## src/sv/b64d_pkg.sv

```systemverilog
// Shared types, codes and the alphabet lookup for the base64 stream decoder.
// No dependencies; every other file of the decoder refers to this package by scoped names.
package b64d_pkg;

	localparam logic [7:0] PAD_CHAR = 8'h3D;

	localparam logic [1:0] ST_OK      = 2'd0;
	localparam logic [1:0] ST_BAD_CHR = 2'd1;
	localparam logic [1:0] ST_BAD_PAD = 2'd2;
	localparam logic [1:0] ST_BAD_LEN = 2'd3;

	localparam logic [1:0] PH_NORMAL  = 2'd0;
	localparam logic [1:0] PH_AWAIT   = 2'd1;

	localparam int QDEPTH = 4;
	localparam int QPTR_W = $clog2(QDEPTH);
	localparam int QCNT_W = QPTR_W + 1;

	typedef struct packed {
		logic [1:0]      cnt;
		logic [2:0][7:0] bytes;
		logic            valid;
		logic [1:0]      status;
		logic            last;
	} entry_t;

	typedef struct packed {
		logic       ok;
		logic [5:0] val;
	} sextet_t;

	function automatic sextet_t sextet_of(input logic [7:0] c);
		sextet_t r;
		r.ok = 1'b1;
		r.val = 6'd0;
		if (c >= 8'h41 && c <= 8'h5A) begin
			r.val = 6'(c - 8'd65);
		end else if (c >= 8'h61 && c <= 8'h7A) begin
			r.val = 6'(c - 8'd71);
		end else if (c >= 8'h30 && c <= 8'h39) begin
			r.val = 6'(c + 8'd4);
		end else if (c == 8'h2B) begin
			r.val = 6'd62;
		end else if (c == 8'h2F) begin
			r.val = 6'd63;
		end else begin
			r.ok = 1'b0;
		end
		return r;
	endfunction

endpackage

```

## src/sv/b64d_front.sv

```systemverilog
// Front end: accepts characters, tracks group position, padding and errors,
// and forms one result group per character that closes bytes or ends the stream. Uses b64d_pkg.
module b64d_front (
	input  logic                clk,
	input  logic                arst_n,
	input  logic                acc,
	input  logic [7:0]          char_code,
	input  logic                last_char,
	output logic                ent_push,
	output b64d_pkg::entry_t    ent
);

	logic [1:0]  pos_q, pos_n;
	logic [17:0] held_q, held_n;
	logic [1:0]  phase_q, phase_n;
	logic [1:0]  err_q, err_n;
	logic [1:0]  nb;
	logic [2:0][7:0] b;
	b64d_pkg::sextet_t sx;
	logic        is_pad;

	assign sx = b64d_pkg::sextet_of(char_code);
	assign is_pad = char_code == b64d_pkg::PAD_CHAR;

	always_comb begin
		err_n = err_q;
		pos_n = pos_q;
		held_n = held_q;
		phase_n = phase_q;
		nb = 2'd0;
		b = '0;
		if (err_q == b64d_pkg::ST_OK) begin
			priority if (phase_q == b64d_pkg::PH_AWAIT) begin
				priority if (!is_pad && !sx.ok) begin
					err_n = b64d_pkg::ST_BAD_CHR;
				end else if (!is_pad || !last_char) begin
					err_n = b64d_pkg::ST_BAD_PAD;
				end else begin
					nb = 2'd1;
					b[0] = held_q[11:4];
				end
			end else if (!is_pad && !sx.ok) begin
				err_n = b64d_pkg::ST_BAD_CHR;
			end else if (is_pad) begin
				priority if (pos_q < 2'd2) begin
					err_n = b64d_pkg::ST_BAD_PAD;
				end else if (pos_q == 2'd2) begin
					if (last_char) begin
						err_n = b64d_pkg::ST_BAD_LEN;
					end else begin
						phase_n = b64d_pkg::PH_AWAIT;
					end
				end else if (!last_char) begin
					err_n = b64d_pkg::ST_BAD_PAD;
				end else begin
					nb = 2'd2;
					b[0] = held_q[17:10];
					b[1] = held_q[9:2];
				end
			end else if (pos_q == 2'd3) begin
				nb = 2'd3;
				b[0] = held_q[17:10];
				b[1] = held_q[9:2];
				b[2] = {held_q[1:0], sx.val};
				held_n = '0;
				pos_n = 2'd0;
			end else begin
				held_n = {held_q[11:0], sx.val};
				pos_n = pos_q + 2'd1;
				if (last_char) begin
					err_n = b64d_pkg::ST_BAD_LEN;
				end
			end
		end
	end

	always_comb begin
		ent.last = last_char;
		if (last_char && (err_n != b64d_pkg::ST_OK || nb == 2'd0)) begin
			ent.cnt = 2'd1;
			ent.bytes = '0;
			ent.valid = 1'b0;
			ent.status = err_n;
		end else begin
			ent.cnt = nb;
			ent.bytes = b;
			ent.valid = 1'b1;
			ent.status = b64d_pkg::ST_OK;
		end
	end

	assign ent_push = acc && (last_char || (nb != 2'd0 && err_n == b64d_pkg::ST_OK));

	always_ff @(posedge clk or negedge arst_n) begin
		if (!arst_n) begin
			pos_q <= '0;
			held_q <= '0;
			phase_q <= b64d_pkg::PH_NORMAL;
			err_q <= b64d_pkg::ST_OK;
		end else if (acc) begin
			if (last_char) begin
				pos_q <= '0;
				held_q <= '0;
				phase_q <= b64d_pkg::PH_NORMAL;
				err_q <= b64d_pkg::ST_OK;
			end else begin
				pos_q <= pos_n;
				held_q <= held_n;
				phase_q <= phase_n;
				err_q <= err_n;
			end
		end
	end

	a_reset_after_last: assert property (@(posedge clk) disable iff (!arst_n)
		acc && last_char |=> pos_q == 2'd0 && err_q == b64d_pkg::ST_OK
			&& phase_q == b64d_pkg::PH_NORMAL)
		else $error("stream state not cleared after last item");
	a_await_pos: assert property (@(posedge clk) disable iff (!arst_n)
		phase_q == b64d_pkg::PH_AWAIT |-> pos_q == 2'd2)
		else $error("padding wait outside third position");

endmodule

```

## src/sv/b64d_queue.sv

```systemverilog
// Short queue of result groups between the front and back ends.
// Depends on b64d_pkg for the entry type and depth.
module b64d_queue (
	input  logic                clk,
	input  logic                arst_n,
	input  logic                wr,
	input  b64d_pkg::entry_t    wdata,
	input  logic                rd,
	output b64d_pkg::entry_t    rdata,
	output logic                q_full,
	output logic                q_empty
);

	b64d_pkg::entry_t mem_q [b64d_pkg::QDEPTH];
	logic [b64d_pkg::QPTR_W-1:0] head_q, tail_q;
	logic [b64d_pkg::QCNT_W-1:0] cnt_q;

	assign q_full = cnt_q == b64d_pkg::QCNT_W'(b64d_pkg::QDEPTH);
	assign q_empty = cnt_q == '0;
	assign rdata = mem_q[head_q];

	always_ff @(posedge clk) begin
		if (wr) begin
			mem_q[tail_q] <= wdata;
		end
	end

	always_ff @(posedge clk or negedge arst_n) begin
		if (!arst_n) begin
			head_q <= '0;
			tail_q <= '0;
			cnt_q <= '0;
		end else begin
			if (wr) begin
				tail_q <= tail_q + 1'b1;
			end
			if (rd) begin
				head_q <= head_q + 1'b1;
			end
			cnt_q <= cnt_q + b64d_pkg::QCNT_W'(wr) - b64d_pkg::QCNT_W'(rd);
		end
	end

	a_no_overflow: assert property (@(posedge clk) disable iff (!arst_n)
		wr |-> !q_full || rd)
		else $error("write into full queue");
	a_no_underflow: assert property (@(posedge clk) disable iff (!arst_n)
		rd |-> !q_empty)
		else $error("read from empty queue");

endmodule

```

## src/sv/b64d_back.sv

```systemverilog
// Back end: holds one result group and hands out its results one per pop.
// Depends on b64d_pkg for the entry type.
module b64d_back (
	input  logic                clk,
	input  logic                arst_n,
	input  logic                q_empty,
	input  b64d_pkg::entry_t    q_data,
	output logic                q_rd,
	input  logic                pop,
	output logic                empty,
	output logic [7:0]          data_byte,
	output logic                byte_valid,
	output logic [1:0]          status,
	output logic                last_result
);

	b64d_pkg::entry_t cur_q;
	logic             cur_valid_q;
	logic [1:0]       idx_q;
	logic             at_end;
	logic             take;

	assign at_end = idx_q == cur_q.cnt - 2'd1;
	assign take = pop && cur_valid_q;
	assign q_rd = !q_empty && (!cur_valid_q || (take && at_end));

	assign empty = !cur_valid_q;
	assign data_byte = cur_q.bytes[idx_q];
	assign byte_valid = cur_q.valid;
	assign status = at_end ? cur_q.status : b64d_pkg::ST_OK;
	assign last_result = cur_q.last && at_end;

	always_ff @(posedge clk) begin
		if (q_rd) begin
			cur_q <= q_data;
		end
	end

	always_ff @(posedge clk or negedge arst_n) begin
		if (!arst_n) begin
			cur_valid_q <= 1'b0;
			idx_q <= '0;
		end else if (q_rd) begin
			cur_valid_q <= 1'b1;
			idx_q <= '0;
		end else if (take) begin
			if (at_end) begin
				cur_valid_q <= 1'b0;
				idx_q <= '0;
			end else begin
				idx_q <= idx_q + 2'd1;
			end
		end
	end

	a_idx_range: assert property (@(posedge clk) disable iff (!arst_n)
		cur_valid_q |-> idx_q < cur_q.cnt)
		else $error("result index beyond group size");

endmodule

```

## src/sv/base64_stream_decoder_core.sv

```systemverilog
// Top level of the base64 stream decoder: front end, group queue and back end.
// Depends on b64d_pkg, b64d_front, b64d_queue and b64d_back.
//
// One character is taken per clock while full is low; full rises only when the
// four-entry group queue between the front and back ends is full. Each character
// that closes a group (or ends the stream) becomes one queue entry of up to three
// results, and the back end delivers one result per cycle with pop while not
// empty. Since four characters give at most three bytes, the sustained rate is
// one character per cycle when pop is held high; each group is registered in the
// queue and again in the back end. Errors are reported once, on the result that
// carries last_result, and any bytes delivered earlier in that stream are void.
module base64_stream_decoder_core (
	input  logic       clk,
	input  logic       arst_n,
	input  logic [7:0] char_code,
	input  logic       last_char,
	input  logic       push,
	output logic       full,
	output logic [7:0] data_byte,
	output logic       byte_valid,
	output logic [1:0] status,
	output logic       last_result,
	output logic       empty,
	input  logic       pop
);

	logic             acc;
	logic             ent_push;
	b64d_pkg::entry_t ent;
	b64d_pkg::entry_t q_data;
	logic             q_rd;
	logic             q_empty;

	assign acc = push && !full;

	b64d_front u_front (
		.clk       (clk),
		.arst_n    (arst_n),
		.acc       (acc),
		.char_code (char_code),
		.last_char (last_char),
		.ent_push  (ent_push),
		.ent       (ent)
	);

	b64d_queue u_queue (
		.clk     (clk),
		.arst_n  (arst_n),
		.wr      (ent_push),
		.wdata   (ent),
		.rd      (q_rd),
		.rdata   (q_data),
		.q_full  (full),
		.q_empty (q_empty)
	);

	b64d_back u_back (
		.clk         (clk),
		.arst_n      (arst_n),
		.q_empty     (q_empty),
		.q_data      (q_data),
		.q_rd        (q_rd),
		.pop         (pop),
		.empty       (empty),
		.data_byte   (data_byte),
		.byte_valid  (byte_valid),
		.status      (status),
		.last_result (last_result)
	);

endmodule
```

## config.mk

```make
export PLATFORM = sky130hd
export DESIGN_NAME = base64_stream_decoder_core
export DESIGN_NICKNAME = d
export VERILOG_FILES = /design/src/sv/b64d_pkg.sv /design/src/sv/b64d_front.sv /design/src/sv/b64d_queue.sv /design/src/sv/b64d_back.sv /design/src/sv/base64_stream_decoder_core.sv
export SDC_FILE = /design/constraint.sdc
export NUM_CORES = 1
export LEC_CHECK = 0
export BUFFER_PORTS_ARGS = -buffer_cell sky130_fd_sc_hd__buf_2
export CAP_MARGIN = 20
export CORE_UTILIZATION = 60
export CTS_CLUSTER_DIAMETER = 200
export DETAILED_ROUTE_END_ITERATION = 8
export PLACE_DENSITY = 0.77
export SYNTH_ARGS = -nofsm -noshare
export SYNTH_HDL_FRONTEND = slang
export SYNTH_SLANG_ARGS = --single-unit
```

## constraint.sdc

```tcl
create_clock -name clk -period 5.62 [get_ports clk]
set_input_delay 1.405 -clock clk [delete_from_list [all_inputs] [get_ports clk]]
set_output_delay 1.405 -clock clk [all_outputs]
set_load 0.02 [all_outputs]
```

==> results of run 1 <==
cells by family after synthesis:
logic type | after synthesis | synth area share (%)
adders and majority gates | 18 | 2.89
and+or+nand+nor | 136 | 8.61
xor gates and xnor gates | 9 | 0.980
buffers and inverters | 47 | 2.81
AOI/OAI and AO/OA | 79 | 7.32
DFF | 183 | 66.2
muxes | 52 | 11.1
area by class of cell:
class                   count  area (um^2)
flip-flops and latches    183         5330
fillers                   817         3840
multi-input cells         294         2500
clock buffers              19          453
well taps                 172          215
repair buffers             34          203
clock inverters            13          190
inverters                  25         93.8
where the power goes:
| group | leakage (nW) | total, W | switching (W) | internal (W) |
|---|---|---|---|---|
| Clock | 0.303 | 0.00127 | 0.000499 | 0.000772 |
| Combinational | 1.18 | 0.000971 | 0.000558 | 0.000413 |
| Sequential | 1.82 | 0.00184 | 0.000116 | 0.00173 |
sequential cells by signal (all words and copies together) (netlist names):
name and count:
u_queue.cnt_q 3, u_front.pos_q 2, u_back.idx_q 2, u_front.phase_q 1, u_back.cur_valid_q 1, u_queue.tail_q 2, u_front.held_q 18, u_queue.mem_q 120
u_queue.head_q 2, u_back.cur_q 29, u_front.err_q 2, u_back.byte_valid 1
how the worst max path moves through the flow:
stage	end	from
after floorplan	u_queue.cnt_q[1]	pop
after global placement	u_queue.mem_q[3][23]	char_code[2]
after detailed placement	u_queue.mem_q[0][23]	char_code[2]
after CTS	u_queue.mem_q[3][2]	char_code[2]
after global routing	u_queue.mem_q[3][1]	char_code[2]
final	u_queue.mem_q[3][2]	char_code[2]
placed cells by master (no fill, tap or decap), types with 13 or more instances in the layout:
cell	netlist	final
nor2_1	18	18
mux2i_1	21	21
nand2_1	49	49
a21oi_1	14	13
edfxtp_1	150	150
ha_1	17	17
inv_1	24	24
and2_1	15	15
clkbuf_16	0	17
mux4_2	30	30
dfrtp_1	33	32
buf_2	4	26
layer usage:
| layer | track usage [%] | wire (um) | up-vias |
|---|---|---|---|
| li1 | - | - | 2067 |
| met1 | 32.9 | 6850 | 2314 |
| met2 | 42.3 | 8350 | 160 |
| met3 | 6.01 | 757 | 25 |
| met4 | 8.17 | 335 | 0 |
| met5 | 0 | 0 | - |
per-stage QoR:
stage	util [%]	instance area [um^2]	std cells	hold slack (ns)	total power, W
after detailed placement	64.9	8330	707	0.520	0.00281
after global routing	70.1	8990	740	0.556	0.00426
after global placement	64.9	8330	707	0.514	0.00277
after floorplan	-	8050	524	0.453	0.00254
final	70.1	8990	740	0.528	0.00408
after CTS	69.9	8970	739	0.530	0.00410
critical path, cell delays in order:
cell      delay (ns)
buf_2           0.20
inv_1           0.11
ha_1            0.27
a21oi_2         0.20
a311oi_1        0.09
nor3_1          0.39
o221ai_2        0.22
a21oi_2         0.37
and2_1          0.19
buf_4           0.40
==> results.ini, run 1 <==
[clocking]
post-cts-setup-buffers = 0
cts.reportedPaths.clkPinSlew_ns = 0.06
cts_root_buf = clkbuf_16
ctsHoldBuffers = 0
cts_buffers = 17
tritoncts = yes
insertion_delay_ns = 0.43
cts_resized = 0
clockBufferDepth = 2
cts.sinks = 183
htree_levels = 4

[setup_path]
arrival_ns = 3.88
reg2reg_slack_ns = 2.30
reg2reg_from = u_back.idx_q[1]
cp_max_fo = 30
required_ns = 5.69
critPathKind = in2reg
worstSetupStartpointType = primary input
reg2reg_depth = 10
r2r-end = u_queue.cnt_q[2]
cp-end-kind = flop

[placement]
io_buffers = 26
dp_hpwl_um = 10100
gp_congestion = 0.930
place_ws_ns = 1.37

[timing]
max_clock_freq_mhz = 263
timing.final.crit_period_ns = 3.81
fin_setup_tns_ns = 0
grt_setup_unrepaired = no
maxSlewHeadroom_pct = 24.1
min_period_over_period_pct = 67.7
tightest_slew_ns = 1.11
slew_violations = 0
setup_violations = 0
setup_slack_ns = 1.81
final-hold-violation-count = 0
finClkSkew_ns = 0.00830

[power_and_ir_drop]
leakage_nw = 3.31
pwr_density_cell_mw_per_mm2 = 454
peakVddDrop_uv = 221

[synthesis]
synth_area_leaders = edfxtp_1, dfrtp_1, mux4_2
synth_nets = 555
synthTopCellsByCount = edfxtp_1, nand2_1, dfrtp_1
yosysSeqAreaShare_pct = 66.2
avgSynthCellArea_um2 = 15.4
synth.most_common_cell = edfxtp_1
synth_edf_count = 150
synth_area_mm2 = 0.00805
synth.largest_area_cell = edfxtp_1
synth_top_area_share_pct = 56.0
synth_cell_types = 64
ys_seq_elements = 183
ys_async_sr_fraction_pct = 18.0
netlist_instances = 524
ys.flop_type = edfxtp_1
yosys_warnings = 0

[drt]
ant_nets = 0
avgRoutedWirePerCell_um = 22.0
drt_first_iter_violations = 414
drt-total-wl_um = 16300
drc_errors = 0
vias = 4566
drtPass1Iterations = 6
viasPerCell = 6.17

[global_routing]
grt_max_degree = 36
grt.total_usage_pct = 25.3
grt_antenna_before_repair = 0
grt_first_pass_wirelength_um = 25500
overflow = 0
first_global_vias = 4574

[layout]
antenna_cells = 0
fin_nets = 586
drive_gt1_share_pct = 20.2
area_growth_pct = 11.7

[die]
start_util_pct = 62.8
ios = 27
dieArea_mm2 = 0.0139
fp.dieH_um = 118
rows = 41
die_w_um = 118
core-area_mm2 = 0.0128

[hold_path]
holdCritPathClass = reg2reg
min-delay-start = u_front.held_q[16]
hold_end = u_front.held_q[16]
whs_path_depth = 2

[job]
cap_violations = 0

[run_status]
status = complete, no violations

No activity file was read; power rests on OpenSTA's default activity.
==> run 2: changes to the inputs <==
Clock period 5.62 ns to 3.7 ns, I/O delays scaled along.
==> run 2 against run 1 <==
Sequential share of layout area fell by 0.36 points. First-iteration DRC count fell by 1.9%. Critical path depth did not move. Largest power group unchanged.
==> results.ini, run 2 (synthesis gave the netlist of run 1 again) <==
[placement]
io_buffers = 26  ; unchanged
place_ws_ns = 0.104  ; -1.27 ns
dp_hpwl_um = 9880  ; -2.5%
gp_congestion = 0.936  ; +0.58%

[power_and_ir_drop]
pwr_density_cell_mw_per_mm2 = 674  ; +48%
peakVddDrop_uv = 364  ; +64%
p_clk_share_pct = 30.3  ; -0.8 points
pwr-share-seq_pct = 45.4  ; +0.3 points
swShare_pct = 27.9  ; -0.81 points
comb_power_share_pct = 24.4  ; +0.6 points
switchingPower_w = 0.00170  ; +45%
power.internal_w = 0.00439  ; +51%
leakage_nw = 3.34  ; +0.92%
finalPower_w = 0.00609  ; +49%

[global_routing]
grt_first_pass_wirelength_um = 24000  ; -5.7%
grt_antenna_before_repair = 0  ; unchanged
overflow = 0  ; unchanged
first_global_vias = 4491  ; -1.8%
grt.total_usage_pct = 23.3  ; -2.1 points
grt_max_degree = 35  ; -2.8%

[clocking]
tritoncts = yes
cts_resized = 0  ; unchanged
cts.sinks = 183  ; unchanged
cts.reportedPaths.clkPinSlew_ns = 0.06  ; about the same
post-cts-setup-buffers = 0  ; unchanged
cts_buffers = 17  ; unchanged
htree_levels = 4  ; unchanged
insertion_delay_ns = 0.43  ; about the same
clockBufferDepth = 2  ; unchanged
cts_root_buf = clkbuf_16
ctsHoldBuffers = 0  ; unchanged

[setup_path]
cp-end-kind = flop
crit_chain = buf_2, inv_1, ha_1, nand2b_1, a211oi_1, nor3_1, o221ai_2, a21oi_2, and2_1, buf_12
critical_path.max_stage_delay_ns = 0.47  ; +0.07 ns
arrival_ns = 3.32  ; -0.56 ns
cp_max_fo = 30  ; unchanged
slowest_stage = nor3_1
worstSetupStartpointType = primary input
critPathKind = in2reg
required_ns = 3.81  ; -1.88 ns

[die]
rows = 41  ; unchanged
core-area_mm2 = 0.0128  ; unchanged
dieArea_mm2 = 0.0139  ; unchanged
start_util_pct = 62.8  ; unchanged
fp.dieH_um = 118  ; unchanged
ios = 27  ; unchanged
die_w_um = 118  ; unchanged

[timing]
grt_setup_unrepaired = no
tightest_slew_ns = 0.856  ; -0.254 ns
timing.final.crit_period_ns = 3.21
fin_setup_tns_ns = 0  ; unchanged
hold-worst-slack_ns = 0.529  ; +0.00100 ns
setup_violations = 0  ; unchanged
max_clock_freq_mhz = 312
slew_violations = 0  ; unchanged
setup_slack_ns = 0.495  ; -1.32 ns
min_period_over_period_pct = 86.6
maxSlewHeadroom_pct = 42.7  ; +19 points
final-hold-violation-count = 0  ; unchanged
finClkSkew_ns = 0.00834  ; +0.0000454 ns

[layout]
final_cell_mix = edfxtp_1, nand2_1, dfrtp_1, mux4_2, buf_2
fin_nets = 591  ; +0.85%
regMostFlops = u_queue.mem_q
area_growth_pct = 12.4
final_util_pct = 70.5  ; +0.43 points
reg_top3 = u_queue.mem_q: 120 flops, u_back.cur_q: 29 flops, u_front.held_q: 18 flops
antenna_cells = 0  ; unchanged
drive_gt1_share_pct = 20.4  ; +0.17 points
largest_register_ff_count = 120  ; unchanged
final_common_cell = edfxtp_1

[drt]
avgRoutedWirePerCell_um = 20.1  ; -8.9%
drt_first_iter_violations = 406  ; -1.9%
drt-total-wl_um = 14900  ; -8.3%
viasPerCell = 6.13  ; -0.63%
ant_nets = 0  ; unchanged
drtPass1Iterations = 7  ; +1
drc_errors = 0  ; unchanged
vias = 4568  ; +0.044%

[hold_path]
holdCritPathClass = reg2reg

[run_status]
status = complete, no violations

[job]
cap_violations = 0  ; unchanged

[run 2: cell count changes in the layout (fill, tap and decap cells not counted), sizes merged]
| cell | change |
|---|---|
| clkbuf | -1 |
| clkinv | +6 |
| buf | +5 |
| clkinvlp | -3 |
| inv | -2 |
[run 2: area by class of cell]
type                       count  area, um^2
clock buffer                  18         429
inverter                      25        93.8
tap                          172         215
clock inverter                14         181
fill                         834        3780
sequential                   183        5330
multi-input combinational    294        2500
timing repair buffer          39         290
[run 2: power by group through the flow]
stage / clock network, W / registers [W] / logic, W
floorplan: 0 / 0.00275 / 0.00110
global placement: 0 / 0.00287 / 0.00135
detailed placement: 0 / 0.00290 / 0.00139
CTS: 0.00187 / 0.00286 / 0.00139
global route: 0.00195 / 0.00280 / 0.00162
finish: 0.00184 / 0.00277 / 0.00148
[run 2: stage by stage]
step,area [um^2],cells
global route,9040,745
detailed placement,8410,712
global placement,8410,712
floorplan,8050,524
CTS,9020,744
finish,9040,745
[run 2: routing by layer]
| metal | up-vias | GRT usage, % | part of all wire [%] |
|---|---|---|---|
| met1 | 2295 | 31.6 | 42 |
| met5 | - | 0 | 0 |
| met3 | 25 | 5.33 | 6.2 |
| met4 | 0 | 7.45 | 1.4 |
| li1 | 2080 | - | - |
| met2 | 168 | 37.6 | 50 |
[run 2: path summary, 6_finish.rpt]
kind / start / to / slack [ns] / cells past startpoint
min in group asynchronous: arst_n / u_back.idx_q[1] / 0.59 / 1
setup / recovery: char_code[0] / u_queue.mem_q[0][21] / 0.49 / 10
hold / removal: u_front.pos_q[0] / u_front.pos_q[0] / 0.53 / 1
hold reg to reg: u_front.pos_q[0] / u_front.pos_q[0] / 0.53 / 1
setup reg to reg: u_back.idx_q[1] / u_queue.cnt_q[2] / 1.12 / 10
max in group asynchronous: arst_n / u_queue.head_q[0] / 2.57 / 1
[run 2: critical path: cells and delay by family]
| family | cells | cell delay [ns] |
|---|---|---|
| compound gates | 3 | 0.73 |
| fa+ha+maj | 1 | 0.30 |
| buf+inv | 3 | 0.48 |
| simple gates | 3 | 0.85 |
==> run 3: changes to the inputs <==
Settings changed: RECOVER_POWER set to 50.
==> run 3 against run 2 <==
The flow now finishes with violations (max-capacitance violations, max-slew violations). Fmax fell by 3.3%. Core utilization fell by 0.43 points. Sequential share of layout area rose by 0.36 points. Die area did not move. Design area fell by 0.61%. Final cell count did not move. Global-route usage did not move. Non-clock buffer count did not move. Wire length rose by 0.39%. Sequential power barely moved. Critical path type unchanged. Sequential cell count did not move.
==> results.ini, run 3 (synthesis gave the netlist of run 1 again) <==
[setup_path]
reg2reg_depth = 8  ; -2
required_ns = 3.82  ; about the same
reg2reg_slack_ns = 0.71  ; -0.41 ns
arrival_ns = 3.43  ; +0.11 ns
cp-end-kind = flop
cp_max_fo = 30  ; unchanged
critPathKind = in2reg
r2r-end = u_queue.head_q[1]
worstSetupStartpointType = primary input
reg2reg_from = u_back.idx_q[1]

[drt]
avgRoutedWirePerCell_um = 20.1  ; +0.39%
drtPass1Iterations = 5  ; -2
vias = 4548  ; -0.44%
viasPerCell = 6.10  ; -0.44%
drt-total-wl_um = 15000  ; +0.39%
ant_nets = 0  ; unchanged
drc_errors = 0  ; unchanged
drt_first_iter_violations = 390  ; -3.9%

[timing]
slew_violations = 66  ; +66
min_period_over_period_pct = 89.6  ; +2.9 points
timing.final.crit_period_ns = 3.31  ; +0.109 ns
grt_setup_unrepaired = no
setup_violations = 0  ; unchanged
tightest_slew_ns = 1.94  ; +1.08 ns
max_clock_freq_mhz = 302  ; -3.3%
final-hold-violation-count = 0  ; unchanged
maxSlewHeadroom_pct = -29.4  ; -72 points
finClkSkew_ns = 0.00942  ; +0.00108 ns
fin_setup_tns_ns = 0  ; unchanged

[job]
cap_violations = 2  ; +2

[hold_path]
holdCritPathClass = reg2reg
hold_end = u_front.pos_q[0]
min-delay-start = u_front.pos_q[0]
whs_path_depth = 1  ; unchanged

[layout]
seq_area_mm2 = 0.00533  ; unchanged
fillCellCount = 847  ; +1.6%
regMostFlops = u_queue.mem_q
drive_gt1_share_pct = 17.6  ; -2.8 points
area_growth_pct = 11.7
largest_register_ff_count = 120  ; unchanged
fin_nets = 591  ; unchanged
final_cell_mix = edfxtp_1, nand2_1, dfrtp_1, mux4_2, inv_1
final_common_cell = edfxtp_1
multi_input_area_mm2 = 0.00247  ; -1.3%
design_area_mm2 = 0.00899  ; -0.61%
antenna_cells = 0  ; unchanged
final_util_pct = 70.1  ; -0.43 points
reg_top3 = u_queue.mem_q: 120 flops, u_back.cur_q: 29 flops, u_front.held_q: 18 flops

[clocking]
cts.sinks = 183  ; unchanged
ctsHoldBuffers = 0  ; unchanged
cts_resized = 0  ; unchanged
insertion_delay_ns = 0.43  ; about the same
htree_levels = 4  ; unchanged
cts_root_buf = clkbuf_16
tritoncts = yes
post-cts-setup-buffers = 0  ; unchanged
cts.reportedPaths.clkPinSlew_ns = 0.06  ; about the same
cts_buffers = 17  ; unchanged
clockBufferDepth = 2  ; unchanged

[die]
dieArea_mm2 = 0.0139  ; unchanged
rows = 41  ; unchanged
fp.dieH_um = 118  ; unchanged
ios = 27  ; unchanged
start_util_pct = 62.8  ; unchanged
die_w_um = 118  ; unchanged
core-area_mm2 = 0.0128  ; unchanged

[run_status]
violations = max-capacitance violations, max-slew violations
status = complete, but fails checks

[global_routing]
grt_antenna_before_repair = 0  ; unchanged
grt.total_usage_pct = 23.3  ; unchanged
first_global_vias = 4491  ; unchanged
grt_max_degree = 35  ; unchanged
overflow = 0  ; unchanged
grt_first_pass_wirelength_um = 24000  ; unchanged

[placement]
place_area_mm2 = 0.00841  ; unchanged
gp_congestion = 0.936  ; unchanged
dp_hpwl_um = 9880  ; unchanged
io_buffers = 26  ; unchanged

[power_and_ir_drop]
leakage_nw = 3.30  ; -1.1%
peakVddDrop_uv = 364  ; about the same
pwr_density_cell_mw_per_mm2 = 678  ; +0.65%
finalPower_w = 0.00610  ; about the same

[run 3: critical path, stage by stage]
cell and delay, ns:
buf_2 0.15, inv_1 0.09, ha_1 0.26, a21oi_1 0.27
a311oi_1 0.10, nor3_1 0.43, o221ai_1 0.31, a21oi_2 0.40
and2_1 0.23, buf_12 0.23
[run 3: worst max path at each step]
stage | slack (ns) | endpoint | start
final | 0.39 | u_queue.mem_q[0][21] | char_code[2]
after global routing | 0.28 | u_front.held_q[14] | char_code[3]
after floorplan | 0.13 | u_queue.mem_q[0][0] | char_code[1]
after global placement | 0.22 | u_queue.mem_q[1][23] | char_code[1]
after CTS | 0.51 | u_queue.mem_q[0][21] | char_code[0]
after detailed placement | 0.10 | u_queue.mem_q[1][23] | char_code[0]
[run 3: layer usage]
layer,share of wire (%),up-vias,track usage (%)
met2,50,138,37.6
li1,-,2078,-
met4,1.3,0,7.45
met3,4.4,21,5.33
met5,0,-,0
met1,45,2311,31.6
[run 3: area by class of cell]
| type | count | area share, % |
|---|---|---|
| clock buffer | 18 | 4.77 |
| inverter | 25 | 1.04 |
| tap | 172 | 2.39 |
| multi-input combinational | 294 | 27.5 |
| timing repair buffer | 39 | 2.99 |
| clock inverter | 14 | 2.02 |
| sequential | 183 | 59.3 |
[run 3: where the power goes]
group	switching [W]	internal, W	total (W)
sequential	0.000143	0.00262	0.00277
clock	0.000725	0.00112	0.00185
combinational	0.000830	0.000650	0.00148
total	0.00170	0.00440	0.00610
[run 3: metrics by stage]
stage / setup slack, ns / hold WS (ns) / cells
floorplan: 0.133 / 0.463 / 524
global placement: 0.216 / 0.510 / 712
detailed placement: 0.104 / 0.517 / 712
CTS: 0.511 / 0.533 / 744
global route: 0.277 / 0.558 / 745
finish: 0.386 / 0.533 / 745
